===== config.mk =====
export PLATFORM = sky130hd
export DESIGN_NAME = screlu_dot_product_accumulator_core
export DESIGN_NICKNAME = d
export VERILOG_FILES = /design/src/rtl/core/scrdp_pkg.sv /design/src/rtl/core/scrdp_front.sv /design/src/rtl/core/scrdp_fifo.sv /design/src/rtl/core/scrdp_back.sv /design/src/rtl/core/screlu_dot_product_accumulator_core.sv
export SDC_FILE = /design/constraint.sdc
export NUM_CORES = 2
export LEC_CHECK = 0
export ABC_AREA = 0
export BUFFER_PORTS_ARGS = -buffer_cell sky130_fd_sc_hd__buf_2
export CORE_ASPECT_RATIO = 0.5
export CORE_MARGIN = 8
export CORE_UTILIZATION = 52
export CTS_BUF_LIST = sky130_fd_sc_hd__clkbuf_4
export DETAILED_ROUTE_END_ITERATION = 6
export GPL_TIMING_DRIVEN = 1
export PLACE_DENSITY = 0.68
export SLEW_MARGIN = 20
export SYNTH_ARGS = -nofsm -noshare
export SYNTH_HDL_FRONTEND = slang
export SYNTH_HIERARCHICAL = 1
export SYNTH_SLANG_ARGS = --single-unit

===== constraint.sdc =====
create_clock -name aclk -period 9.48 [get_ports aclk]
set_input_delay 0.474 -clock aclk [delete_from_list [all_inputs] [get_ports aclk]]
set_output_delay 0.474 -clock aclk [all_outputs]
set_load 0.01 [all_outputs]

===== src/rtl/core/scrdp_pkg.sv =====
// Shared types and constants for the SCReLU dot product accumulator.
package scrdp_pkg;

    localparam int VALUE_W  = 16;
    localparam int CEIL_W   = 15;
    localparam int SUM_W    = 32;
    localparam int FIFO_DEPTH_DEFAULT = 4;

    localparam logic [CEIL_W-1:0] CEILING_RESET = 15'd255;

    // One classified element: clamped activations, their weights and the end mark.
    typedef struct packed {
        logic                      last;
        logic [CEIL_W-1:0]         c_us;
        logic [CEIL_W-1:0]         c_them;
        logic signed [VALUE_W-1:0] w_us;
        logic signed [VALUE_W-1:0] w_them;
    } elem_t;

    // Clamp a signed value to [0, ceiling].
    function automatic logic [CEIL_W-1:0] clamp_act(
        input logic signed [VALUE_W-1:0] v,
        input logic [CEIL_W-1:0]         ceiling
    );
        logic [CEIL_W-1:0] r;
        if (v[VALUE_W-1]) begin
            r = '0;
        end else if (v[CEIL_W-1:0] > ceiling) begin
            r = ceiling;
        end else begin
            r = v[CEIL_W-1:0];
        end
        return r;
    endfunction

endpackage


===== src/rtl/core/scrdp_front.sv =====
// Front end: ceiling register, item intake and activation clamping.
module scrdp_front
    import scrdp_pkg::*;
(
    input  logic                      aclk,
    input  logic                      aresetn,
    input  logic                      cfg_valid,
    output logic                      cfg_ready,
    input  logic [CEIL_W-1:0]         cfg_data,
    input  logic                      s_valid,
    output logic                      s_ready,
    input  logic signed [VALUE_W-1:0] s_us_value,
    input  logic signed [VALUE_W-1:0] s_them_value,
    input  logic signed [VALUE_W-1:0] s_us_weight,
    input  logic signed [VALUE_W-1:0] s_them_weight,
    input  logic                      s_last,
    output logic                      push_valid,
    input  logic                      push_ready,
    output elem_t                     push_data
);

    logic [CEIL_W-1:0] ceiling_reg;

    always_ff @(posedge aclk) begin
        if (!aresetn) begin
            ceiling_reg <= CEILING_RESET;
        end else if (cfg_valid) begin
            ceiling_reg <= cfg_data;
        end
    end

    assign cfg_ready  = 1'b1;
    assign s_ready    = push_ready;
    assign push_valid = s_valid;

    always_comb begin
        push_data.last   = s_last;
        push_data.c_us   = clamp_act(s_us_value, ceiling_reg);
        push_data.c_them = clamp_act(s_them_value, ceiling_reg);
        push_data.w_us   = s_us_weight;
        push_data.w_them = s_them_weight;
    end

endmodule


===== src/rtl/core/scrdp_fifo.sv =====
// Short queue of classified elements between front and back end.
module scrdp_fifo
    import scrdp_pkg::*;
#(
    parameter int DEPTH = FIFO_DEPTH_DEFAULT
) (
    input  logic  aclk,
    input  logic  aresetn,
    input  logic  push_valid,
    output logic  push_ready,
    input  elem_t push_data,
    output logic  pop_valid,
    input  logic  pop_ready,
    output elem_t pop_data
);

    localparam int PTR_W = $clog2(DEPTH);
    localparam int CNT_W = $clog2(DEPTH + 1);
    localparam logic [PTR_W-1:0] PTR_LAST = PTR_W'(DEPTH - 1);
    localparam logic [CNT_W-1:0] CNT_FULL = CNT_W'(DEPTH);

    elem_t            mem [DEPTH];
    logic [PTR_W-1:0] wr_ptr_reg;
    logic [PTR_W-1:0] rd_ptr_reg;
    logic [CNT_W-1:0] count_reg;
    logic             do_push;
    logic             do_pop;

    assign push_ready = (count_reg != CNT_FULL);
    assign pop_valid  = (count_reg != '0);
    assign pop_data   = mem[rd_ptr_reg];
    assign do_push    = push_valid && push_ready;
    assign do_pop     = pop_valid && pop_ready;

    always_ff @(posedge aclk) begin
        if (do_push) begin
            mem[wr_ptr_reg] <= push_data;
        end
    end

    always_ff @(posedge aclk) begin
        if (!aresetn) begin
            wr_ptr_reg <= '0;
            rd_ptr_reg <= '0;
            count_reg  <= '0;
        end else begin
            if (do_push) begin
                wr_ptr_reg <= (wr_ptr_reg == PTR_LAST) ? '0 : wr_ptr_reg + PTR_W'(1);
            end
            if (do_pop) begin
                rd_ptr_reg <= (rd_ptr_reg == PTR_LAST) ? '0 : rd_ptr_reg + PTR_W'(1);
            end
            if (do_push && !do_pop) begin
                count_reg <= count_reg + CNT_W'(1);
            end else if (do_pop && !do_push) begin
                count_reg <= count_reg - CNT_W'(1);
            end
        end
    end

endmodule


===== src/rtl/core/scrdp_back.sv =====
// Back end: two shared multipliers, running sum and result register.
module scrdp_back
    import scrdp_pkg::*;
(
    input  logic                    aclk,
    input  logic                    aresetn,
    input  logic                    pop_valid,
    output logic                    pop_ready,
    input  elem_t                   pop_data,
    output logic                    m_valid,
    input  logic                    m_ready,
    output logic signed [SUM_W-1:0] m_evaluation
);

    typedef enum logic {
        PH_MUL_CW,
        PH_MUL_TC
    } phase_t;

    phase_t                    phase_reg;
    logic                      op_valid_reg;
    logic                      op_last_reg;
    logic [CEIL_W-1:0]         c_us_reg;
    logic [CEIL_W-1:0]         c_them_reg;
    logic signed [VALUE_W-1:0] w_us_reg;
    logic signed [VALUE_W-1:0] w_them_reg;
    logic signed [VALUE_W-1:0] t_us_reg;
    logic signed [VALUE_W-1:0] t_them_reg;
    logic                      p_valid_reg;
    logic                      p_last_reg;
    logic signed [SUM_W-1:0]   p_us_reg;
    logic signed [SUM_W-1:0]   p_them_reg;
    logic [SUM_W-1:0]          sum_reg;
    logic [SUM_W-1:0]          sum_next;
    logic                      m_valid_reg;
    logic [SUM_W-1:0]          m_evaluation_reg;

    logic signed [VALUE_W-1:0] mul_a_us;
    logic signed [VALUE_W-1:0] mul_a_them;
    logic signed [SUM_W-1:0]   prod_us;
    logic signed [SUM_W-1:0]   prod_them;
    logic                      acc_go;
    logic                      p_free;
    logic                      op_done;
    logic                      pop;

    // Each multiplier runs c * w first, then t * c for the same element.
    assign mul_a_us   = (phase_reg == PH_MUL_TC) ? t_us_reg : w_us_reg;
    assign mul_a_them = (phase_reg == PH_MUL_TC) ? t_them_reg : w_them_reg;
    assign prod_us    = SUM_W'(mul_a_us) * SUM_W'($signed({1'b0, c_us_reg}));
    assign prod_them  = SUM_W'(mul_a_them) * SUM_W'($signed({1'b0, c_them_reg}));

    assign sum_next = sum_reg + p_us_reg + p_them_reg;

    // A closing sum waits while the result register is still occupied.
    assign acc_go    = p_valid_reg && (!p_last_reg || !m_valid_reg || m_ready);
    assign p_free    = !p_valid_reg || acc_go;
    assign op_done   = op_valid_reg && (phase_reg == PH_MUL_TC) && p_free;
    assign pop       = pop_valid && (!op_valid_reg || op_done);
    assign pop_ready = !op_valid_reg || op_done;

    always_ff @(posedge aclk) begin
        if (!aresetn) begin
            phase_reg    <= PH_MUL_CW;
            op_valid_reg <= 1'b0;
            p_valid_reg  <= 1'b0;
            sum_reg      <= '0;
            m_valid_reg  <= 1'b0;
        end else begin
            if (pop) begin
                c_us_reg    <= pop_data.c_us;
                c_them_reg  <= pop_data.c_them;
                w_us_reg    <= pop_data.w_us;
                w_them_reg  <= pop_data.w_them;
                op_last_reg <= pop_data.last;
            end

            unique case (phase_reg)
                PH_MUL_CW: begin
                    if (op_valid_reg) begin
                        // Keep the low 16 bits of c * w.
                        t_us_reg   <= prod_us[VALUE_W-1:0];
                        t_them_reg <= prod_them[VALUE_W-1:0];
                        phase_reg  <= PH_MUL_TC;
                    end else begin
                        op_valid_reg <= pop;
                    end
                end
                PH_MUL_TC: begin
                    if (op_done) begin
                        p_us_reg     <= prod_us;
                        p_them_reg   <= prod_them;
                        p_last_reg   <= op_last_reg;
                        phase_reg    <= PH_MUL_CW;
                        op_valid_reg <= pop;
                    end
                end
                default: begin
                    phase_reg <= PH_MUL_CW;
                end
            endcase

            if (op_done) begin
                p_valid_reg <= 1'b1;
            end else if (acc_go) begin
                p_valid_reg <= 1'b0;
            end

            if (acc_go && p_last_reg) begin
                m_valid_reg <= 1'b1;
            end else if (m_ready) begin
                m_valid_reg <= 1'b0;
            end

            if (acc_go) begin
                if (p_last_reg) begin
                    m_evaluation_reg <= sum_next;
                    sum_reg          <= '0;
                end else begin
                    sum_reg <= sum_next;
                end
            end
        end
    end

    assign m_valid      = m_valid_reg;
    assign m_evaluation = $signed(m_evaluation_reg);

endmodule


===== src/rtl/core/screlu_dot_product_accumulator_core.sv =====
// Top level of the SCReLU dot product accumulator.
//
// Each item carries one hidden element for both sides with its two output weights.
// The front end clamps both values to [0, ceiling] and queues the element; the back end
// forms (c * w truncated to 16 bits) * c for both sides on two multipliers and adds both
// terms to a wrapping 32-bit sum. The item marked last produces one result on the m_
// channel and clears the sum. Each of the two multipliers is used twice per element, and
// the back end pops the next element only as it finishes the current one. An item passes
// the queue and the operand, truncated and product registers into the result register.
// The queue holds FIFO_DEPTH items. The ceiling (reset 255) is written through the cfg_
// channel by the user only while no item is in flight; the block does not enforce it.
module screlu_dot_product_accumulator_core
    import scrdp_pkg::*;
#(
    parameter int FIFO_DEPTH = FIFO_DEPTH_DEFAULT
) (
    input  logic                      aclk,
    input  logic                      aresetn,
    input  logic                      cfg_valid,
    output logic                      cfg_ready,
    input  logic [CEIL_W-1:0]         cfg_data,
    input  logic                      s_valid,
    output logic                      s_ready,
    input  logic signed [VALUE_W-1:0] s_us_value,
    input  logic signed [VALUE_W-1:0] s_them_value,
    input  logic signed [VALUE_W-1:0] s_us_weight,
    input  logic signed [VALUE_W-1:0] s_them_weight,
    input  logic                      s_last,
    output logic                      m_valid,
    input  logic                      m_ready,
    output logic signed [SUM_W-1:0]   m_evaluation
);

    logic  push_valid;
    logic  push_ready;
    elem_t push_data;
    logic  pop_valid;
    logic  pop_ready;
    elem_t pop_data;

    scrdp_front u_front (
        .aclk          (aclk),
        .aresetn       (aresetn),
        .cfg_valid     (cfg_valid),
        .cfg_ready     (cfg_ready),
        .cfg_data      (cfg_data),
        .s_valid       (s_valid),
        .s_ready       (s_ready),
        .s_us_value    (s_us_value),
        .s_them_value  (s_them_value),
        .s_us_weight   (s_us_weight),
        .s_them_weight (s_them_weight),
        .s_last        (s_last),
        .push_valid    (push_valid),
        .push_ready    (push_ready),
        .push_data     (push_data)
    );

    scrdp_fifo #(
        .DEPTH (FIFO_DEPTH)
    ) u_fifo (
        .aclk       (aclk),
        .aresetn    (aresetn),
        .push_valid (push_valid),
        .push_ready (push_ready),
        .push_data  (push_data),
        .pop_valid  (pop_valid),
        .pop_ready  (pop_ready),
        .pop_data   (pop_data)
    );

    scrdp_back u_back (
        .aclk         (aclk),
        .aresetn      (aresetn),
        .pop_valid    (pop_valid),
        .pop_ready    (pop_ready),
        .pop_data     (pop_data),
        .m_valid      (m_valid),
        .m_ready      (m_ready),
        .m_evaluation (m_evaluation)
    );

endmodule


### Word-level counts from Yosys, hierarchy flattened

Memories as Yosys holds them, arrays and structs flattened. A register that Yosys moved wholly into a read port is not among the register bits.
Index checks and enable logic that the tools add are counted.

* bits in registers: 187
* RAM bits: 252
* input port bits: 85
* output and inout port bits: 35
* logic and storage cells: 80
* memories: 1

Memory list
* u_fifo.mem: words 4, width 63, read ports 1, clocked after Yosys merged registers in 1, write ports 1, RTL line scrdp_fifo.sv:22 `elem_t mem [DEPTH];`

* add/subtract/negate cells: 6
* $mul: 2
* $lt $le $gt $ge: 2
* eq/ne operators: 4
* mux-type cells: 23
* bitwise gates (word level): 1
* reduce and logical (&&, ||, !) cells: 26

Operators by type and width (count)
* adder 32 bit: 2
* multiplier 16 x 16 -> 32 bit: 2
* two-way mux 15 bit: 4
* two-way mux 16 bit: 2
* two-way mux 32 bit: 1
* greater-than comparator 15 bit: 2
* two-way mux 1 bit: 10
* AND reduction 3 bit: 3
* logical AND 1 bit: 8
* logical NOT 1 bit: 6
* two-way mux 3 bit: 2
* nonzero test 2 bit: 3
* adder 2 x 1 -> 2 bit, second input constant: 2
* equality test 2 bit, second input constant: 2
* logical OR 1 bit: 4
* two-way mux 2 bit: 2
* one-hot mux 1 bit (2 select lines): 2
* adder 3 x 1 -> 3 bit, second input constant: 1
* inequality test 3 bit, second input constant: 1
* nonzero test 3 bit: 1
* subtractor 3 x 1 -> 3 bit, second input constant: 1
* inequality test 2 bit, second input constant: 1
* AND reduction 2 bit: 1
* NOT 1 bit: 1

### Depth between registers and ports, before layout

* depth after elaboration: 11
* depth in mapped cells: 28
* mapped depth without buffers: 25

### Modules after synthesis

The synthesis kept the hierarchy.

Modules (own cells, without submodules)
* scrdp_back: instances 1, cells each 2667, area an instance 28257.1 um2, seq. area each 6486.2 um2
* scrdp_fifo: instances 1, cells each 380, area an instance 9555.4 um2, seq. area each 7747.4 um2
* scrdp_front: instances 1, cells each 261, area an instance 2084.5 um2, seq. area each 300.3 um2

### Least setup slack after synthesis

OpenSTA, ideal clock, no wires.

* path type: reg2reg
* from: register u_back.phase_reg
* to: register u_back.p_them_reg[31] (data pin)
* library setup time: 0.260 ns
* arrival: 6.792 ns
* data required time: 9.220 ns
* setup slack: 2.429 ns
* stages on the path, launching flop included: 25
* path buffers: 3
* period minus slack after synthesis: 7.051 ns
* cells stage by stage: dfxtp_1 -> clkbuf_1 -> buf_1 -> mux2_2 -> clkbuf_1 -> nand2_1 -> fa_1 -> fa_1 -> inv_1 -> fa_1 -> fa_1 -> fa_1 -> inv_1 -> fa_1 -> inv_1 -> ha_1 -> a21o_1 -> a21o_1 -> a21o_1 -> o2bb2ai_1 -> o41ai_1 -> a21oi_1 -> o21a_1 -> nor2_1 -> xnor2_1

* cells in the longest elaborated chain, start to end: 2

RTL lines
* start, declared: RTL line scrdp_back.sv:20 `phase_t phase_reg;`
* start signal, assigned: RTL line scrdp_back.sv:64 `phase_reg <= PH_MUL_CW;`
* start signal, assigned: RTL line scrdp_back.sv:84 `phase_reg <= PH_MUL_TC;`
* start signal, assigned: RTL line scrdp_back.sv:94 `phase_reg <= PH_MUL_CW;`
* two-way mux 16 bit: RTL line scrdp_back.sv:49 `assign mul_a_them = (phase_reg == PH_MUL_TC) ? t_them_reg : w_them_reg;`
* multiplier 16 x 16 -> 32 bit: RTL line scrdp_back.sv:51 `assign prod_them = SUM_W'(mul_a_them) * SUM_W'($signed({1'b0, c_them_reg}));`
* named net u_back.prod_them[31]: RTL line scrdp_back.sv:41 `logic signed [SUM_W-1:0] prod_them;`
* end signal, assigned: RTL line scrdp_back.sv:92 `p_them_reg <= prod_them;`
* end, declared: RTL line scrdp_back.sv:32 `logic signed [SUM_W-1:0] p_them_reg;`

The timed path passes the listed nets, and every way through them passes these cells.
A chain may end at the register's enable or synchronous reset.

### Worst setup path after layout

* from: register u_back.phase_reg
* to: register u_back.p_us_reg[28] (data pin)

* cells in the longest elaborated chain, start to end: 2

RTL lines
* two-way mux 16 bit: RTL line scrdp_back.sv:48 `assign mul_a_us = (phase_reg == PH_MUL_TC) ? t_us_reg : w_us_reg;`
* multiplier 16 x 16 -> 32 bit: RTL line scrdp_back.sv:50 `assign prod_us = SUM_W'(mul_a_us) * SUM_W'($signed({1'b0, c_us_reg}));`
* named net u_back.prod_us[28]: RTL line scrdp_back.sv:40 `logic signed [SUM_W-1:0] prod_us;`
* end signal, assigned: RTL line scrdp_back.sv:91 `p_us_reg <= prod_us;`
* end, declared: RTL line scrdp_back.sv:31 `logic signed [SUM_W-1:0] p_us_reg;`

The timed path passes the listed nets, and every way through them passes these cells.

==> flow_summary.ini <==
[clock_tree]
cts_sinks = 504
cts_tree = done
hold_buffers = 71
cts_inserted_buffers = 115
clk_pin_slew_ps = 70
cts_setup_buffers = 0
insertion_delay_ps = 880
htree_levels = 3
clockRootBuffer = clkbuf_4
clockBufferDepth = 3
cts_resized = 0

[critical_path]
r2r_end = u_back/p_us_reg[28]
r2r-start = u_back/phase_reg
required_ps = 10070
rrSetupSlack_ps = 1650
worstSetupPathType = register to register
reg2reg_depth = 22
arrival_ps = 8410
cp_max_fo = 20
end_kind = register
start_kind = register

[floorplan]
die_area_sq_um = 86400
ioPinCount = 120
core_sq_um = 75500
num_rows = 71
dieHeight_um = 212
initial_core_util = 0.528
die_w_um = 408

[finish]
multi_input_area_sq_um = 22500
nFillCells = 6212
largest_reg_flops = 252
top_register = u_fifo/mem
syn_to_final_growth_pct = 9.42
drive_above_1_share = 0.125
ff_latch_area_sq_um = 14500
nNetsFinal = 4335
stdcell_count = 4613

[timing]
fin_skew_ps = 88.4
period_minus_slack_ps = 7830
worst_pin_slew_ps = 1030
min_period_over_period = 0.826
rsz0062_at_grt = no
maxSlewHeadroom = 0.309
final_hold_viol_count = 0
drv_slew = 0
finalSetupTns_ps = 0
report.final.setup_viol = 0
fin_hold_ws_ps = 106
max_clock_freq_mhz = 128

[drt]
wirelength_mm = 92.0
drt_iter0_drc = 1854
drc = 0
via_per_inst = 5.37
ant_nets = 0
wl_per_cell_um = 19.9
drtPass1Iterations = 5
vias = 24777

[synthesis]
synthAdderAreaFrac = 0.336
synthDistinctLibCells = 75
synthMuxAreaShare = 0.0548
ys_ff_latch = 504
yosysSeqAreaShare = 0.364
synth_top_area_share = 0.334
synth_top_family_by_area = adder cells
synth_area_sq_um = 39900
synth-edff-count = 444
avgSynthCellArea_sq_um = 12.1
synth.top_cells.by_area = edfxtp_1, fa_1, ha_1, inv_1, mux4_2
synth_xor_area_frac = 0.0213
syn_nets = 4148
synth_compound_area_frac = 0.0498
syn_inst = 3308
ys_warn_count = 6
synth_flop_cell = edfxtp_1
synth-simple-area-share = 0.101
yosysTopAreaCell = edfxtp_1
ys_async_sr_fraction = 0

[global_route]
grt.total_usage = 0.216
use_met1 = 0.315
grt_antenna_before_repair = 4
grt_pass1_wl_mm = 147
grt_pass1_vias = 26685
grt_util_met2 = 0.328
grt_max_degree = 61
met3_usage = 0.0506
grt-ovfl-total = 0
grt_busiest_layer = met2

[placement]
io_buffers = 118
place_inst = 4327
dp_hpwl_mm = 71.2
gp_congestion = 0.943

[min_path]
min_from = s_us_value[5]
hold_depth = 3
holdPathEnd = u_fifo/mem[3][52]
holdCritPathClass = input port to register

[flow_run]
cap_violations = 0

[run_status]
outcome = completed
## cell type report
type / instances / area share
Antenna cell: 2 / 0.000115
Clock buffer: 178 / 0.0306
Clock inverter: 33 / 0.00711
Inverter: 586 / 0.0504
Multi-Input combinational cell: 2077 / 0.515
Sequential cell: 504 / 0.333
Tap cell: 1022 / 0.0293
Timing Repair Buffer: 211 / 0.0345
## metrics by stage
stage                      util  worst slack [ps]  instance area (sq um)
after global placement    0.546              1820                  41200
after CTS                 0.577              1690                  43600
after detailed placement  0.546              1700                  41200
final                     0.578              1650                  43700
after floorplan               -              2430                  39900
after global routing      0.578              1360                  43700
## Yosys cell counts, types with 40 or more instances
cell type  instances
a21o_1            40
a21oi_1           74
and2_1           223
buf_4             43
clkbuf_1          89
dfxtp_1           60
edfxtp_1         444
fa_1             525
ha_1             230
inv_1            586
mux2i_1           43
mux4_2            63
nand2_1          299
nand2b_1          48
nor2_1            72
nor2b_1           57
o21ai_0           42
xnor2_1           71
## kinds of logic after synthesis
| logic type | Yosys count |
|---|---|
| AND/OR/NAND/NOR | 794 |
| AO/OA/AOI/OAI | 294 |
| adder cells (fa/ha/maj) | 755 |
| XOR/XNOR | 97 |
| multiplexers | 136 |
| flip-flops | 504 |
| buffers and inverters | 727 |
| other | 1 |
## worst max-delay path by stage
stage	startpoint	endpoint
floorplan	u_back/phase_reg	u_back/p_them_reg[31]
global placement	u_back/phase_reg	u_back/p_us_reg[28]
detailed placement	u_back/phase_reg	u_back/p_us_reg[28]
CTS	u_back/phase_reg	u_back/p_us_reg[28]
global route	u_back/phase_reg	u_back/p_us_reg[19]
finish	u_back/phase_reg	u_back/p_us_reg[28]
## placed cells by master, fill, tap and decap left out, types with 26 or more instances in the layout
master | synthesis | layout
inv_1 | 586 | 586
fa_1 | 525 | 525
edfxtp_1 | 444 | 444
nand2_1 | 299 | 299
ha_1 | 230 | 230
and2_1 | 223 | 223
clkbuf_4 | 0 | 178
buf_2 | 4 | 118
a21oi_1 | 74 | 74
dlygate4sd3_1 | 0 | 71
xnor2_1 | 71 | 71
nor2_1 | 72 | 69
mux4_2 | 63 | 63
dfxtp_1 | 60 | 58
nor2b_1 | 57 | 57
nand2b_1 | 48 | 48
mux2i_1 | 43 | 43
o21ai_0 | 42 | 42
a21o_1 | 40 | 40
mux2_2 | 30 | 30
xor2_1 | 26 | 26
## routing by layer
metal	vias up	routed length, um
met2	841	40200
met3	135	7220
met4	2	2150
met1	12563	42400
li1	11236	-
met5	-	7
## worst max-delay path, stage by stage (launching register included)
cell      delay, ps
dfxtp_1         890
buf_4           470
mux2_2          510
and2_1          220
fa_1            540
inv_1            60
fa_1            530
inv_1            50
fa_1            520
fa_1            450
fa_1            490
inv_1            50
fa_1            470
inv_1            40
ha_1            360
a21o_1          190
a21o_1          180
a21o_1          200
a311o_1         370
nand2b_1        150
o211ai_1        250
a21oi_1         160
a311o_1         380
Power is not shown: default switching activity piles up to over one toggle a cycle in this logic, so the estimate is an artifact.
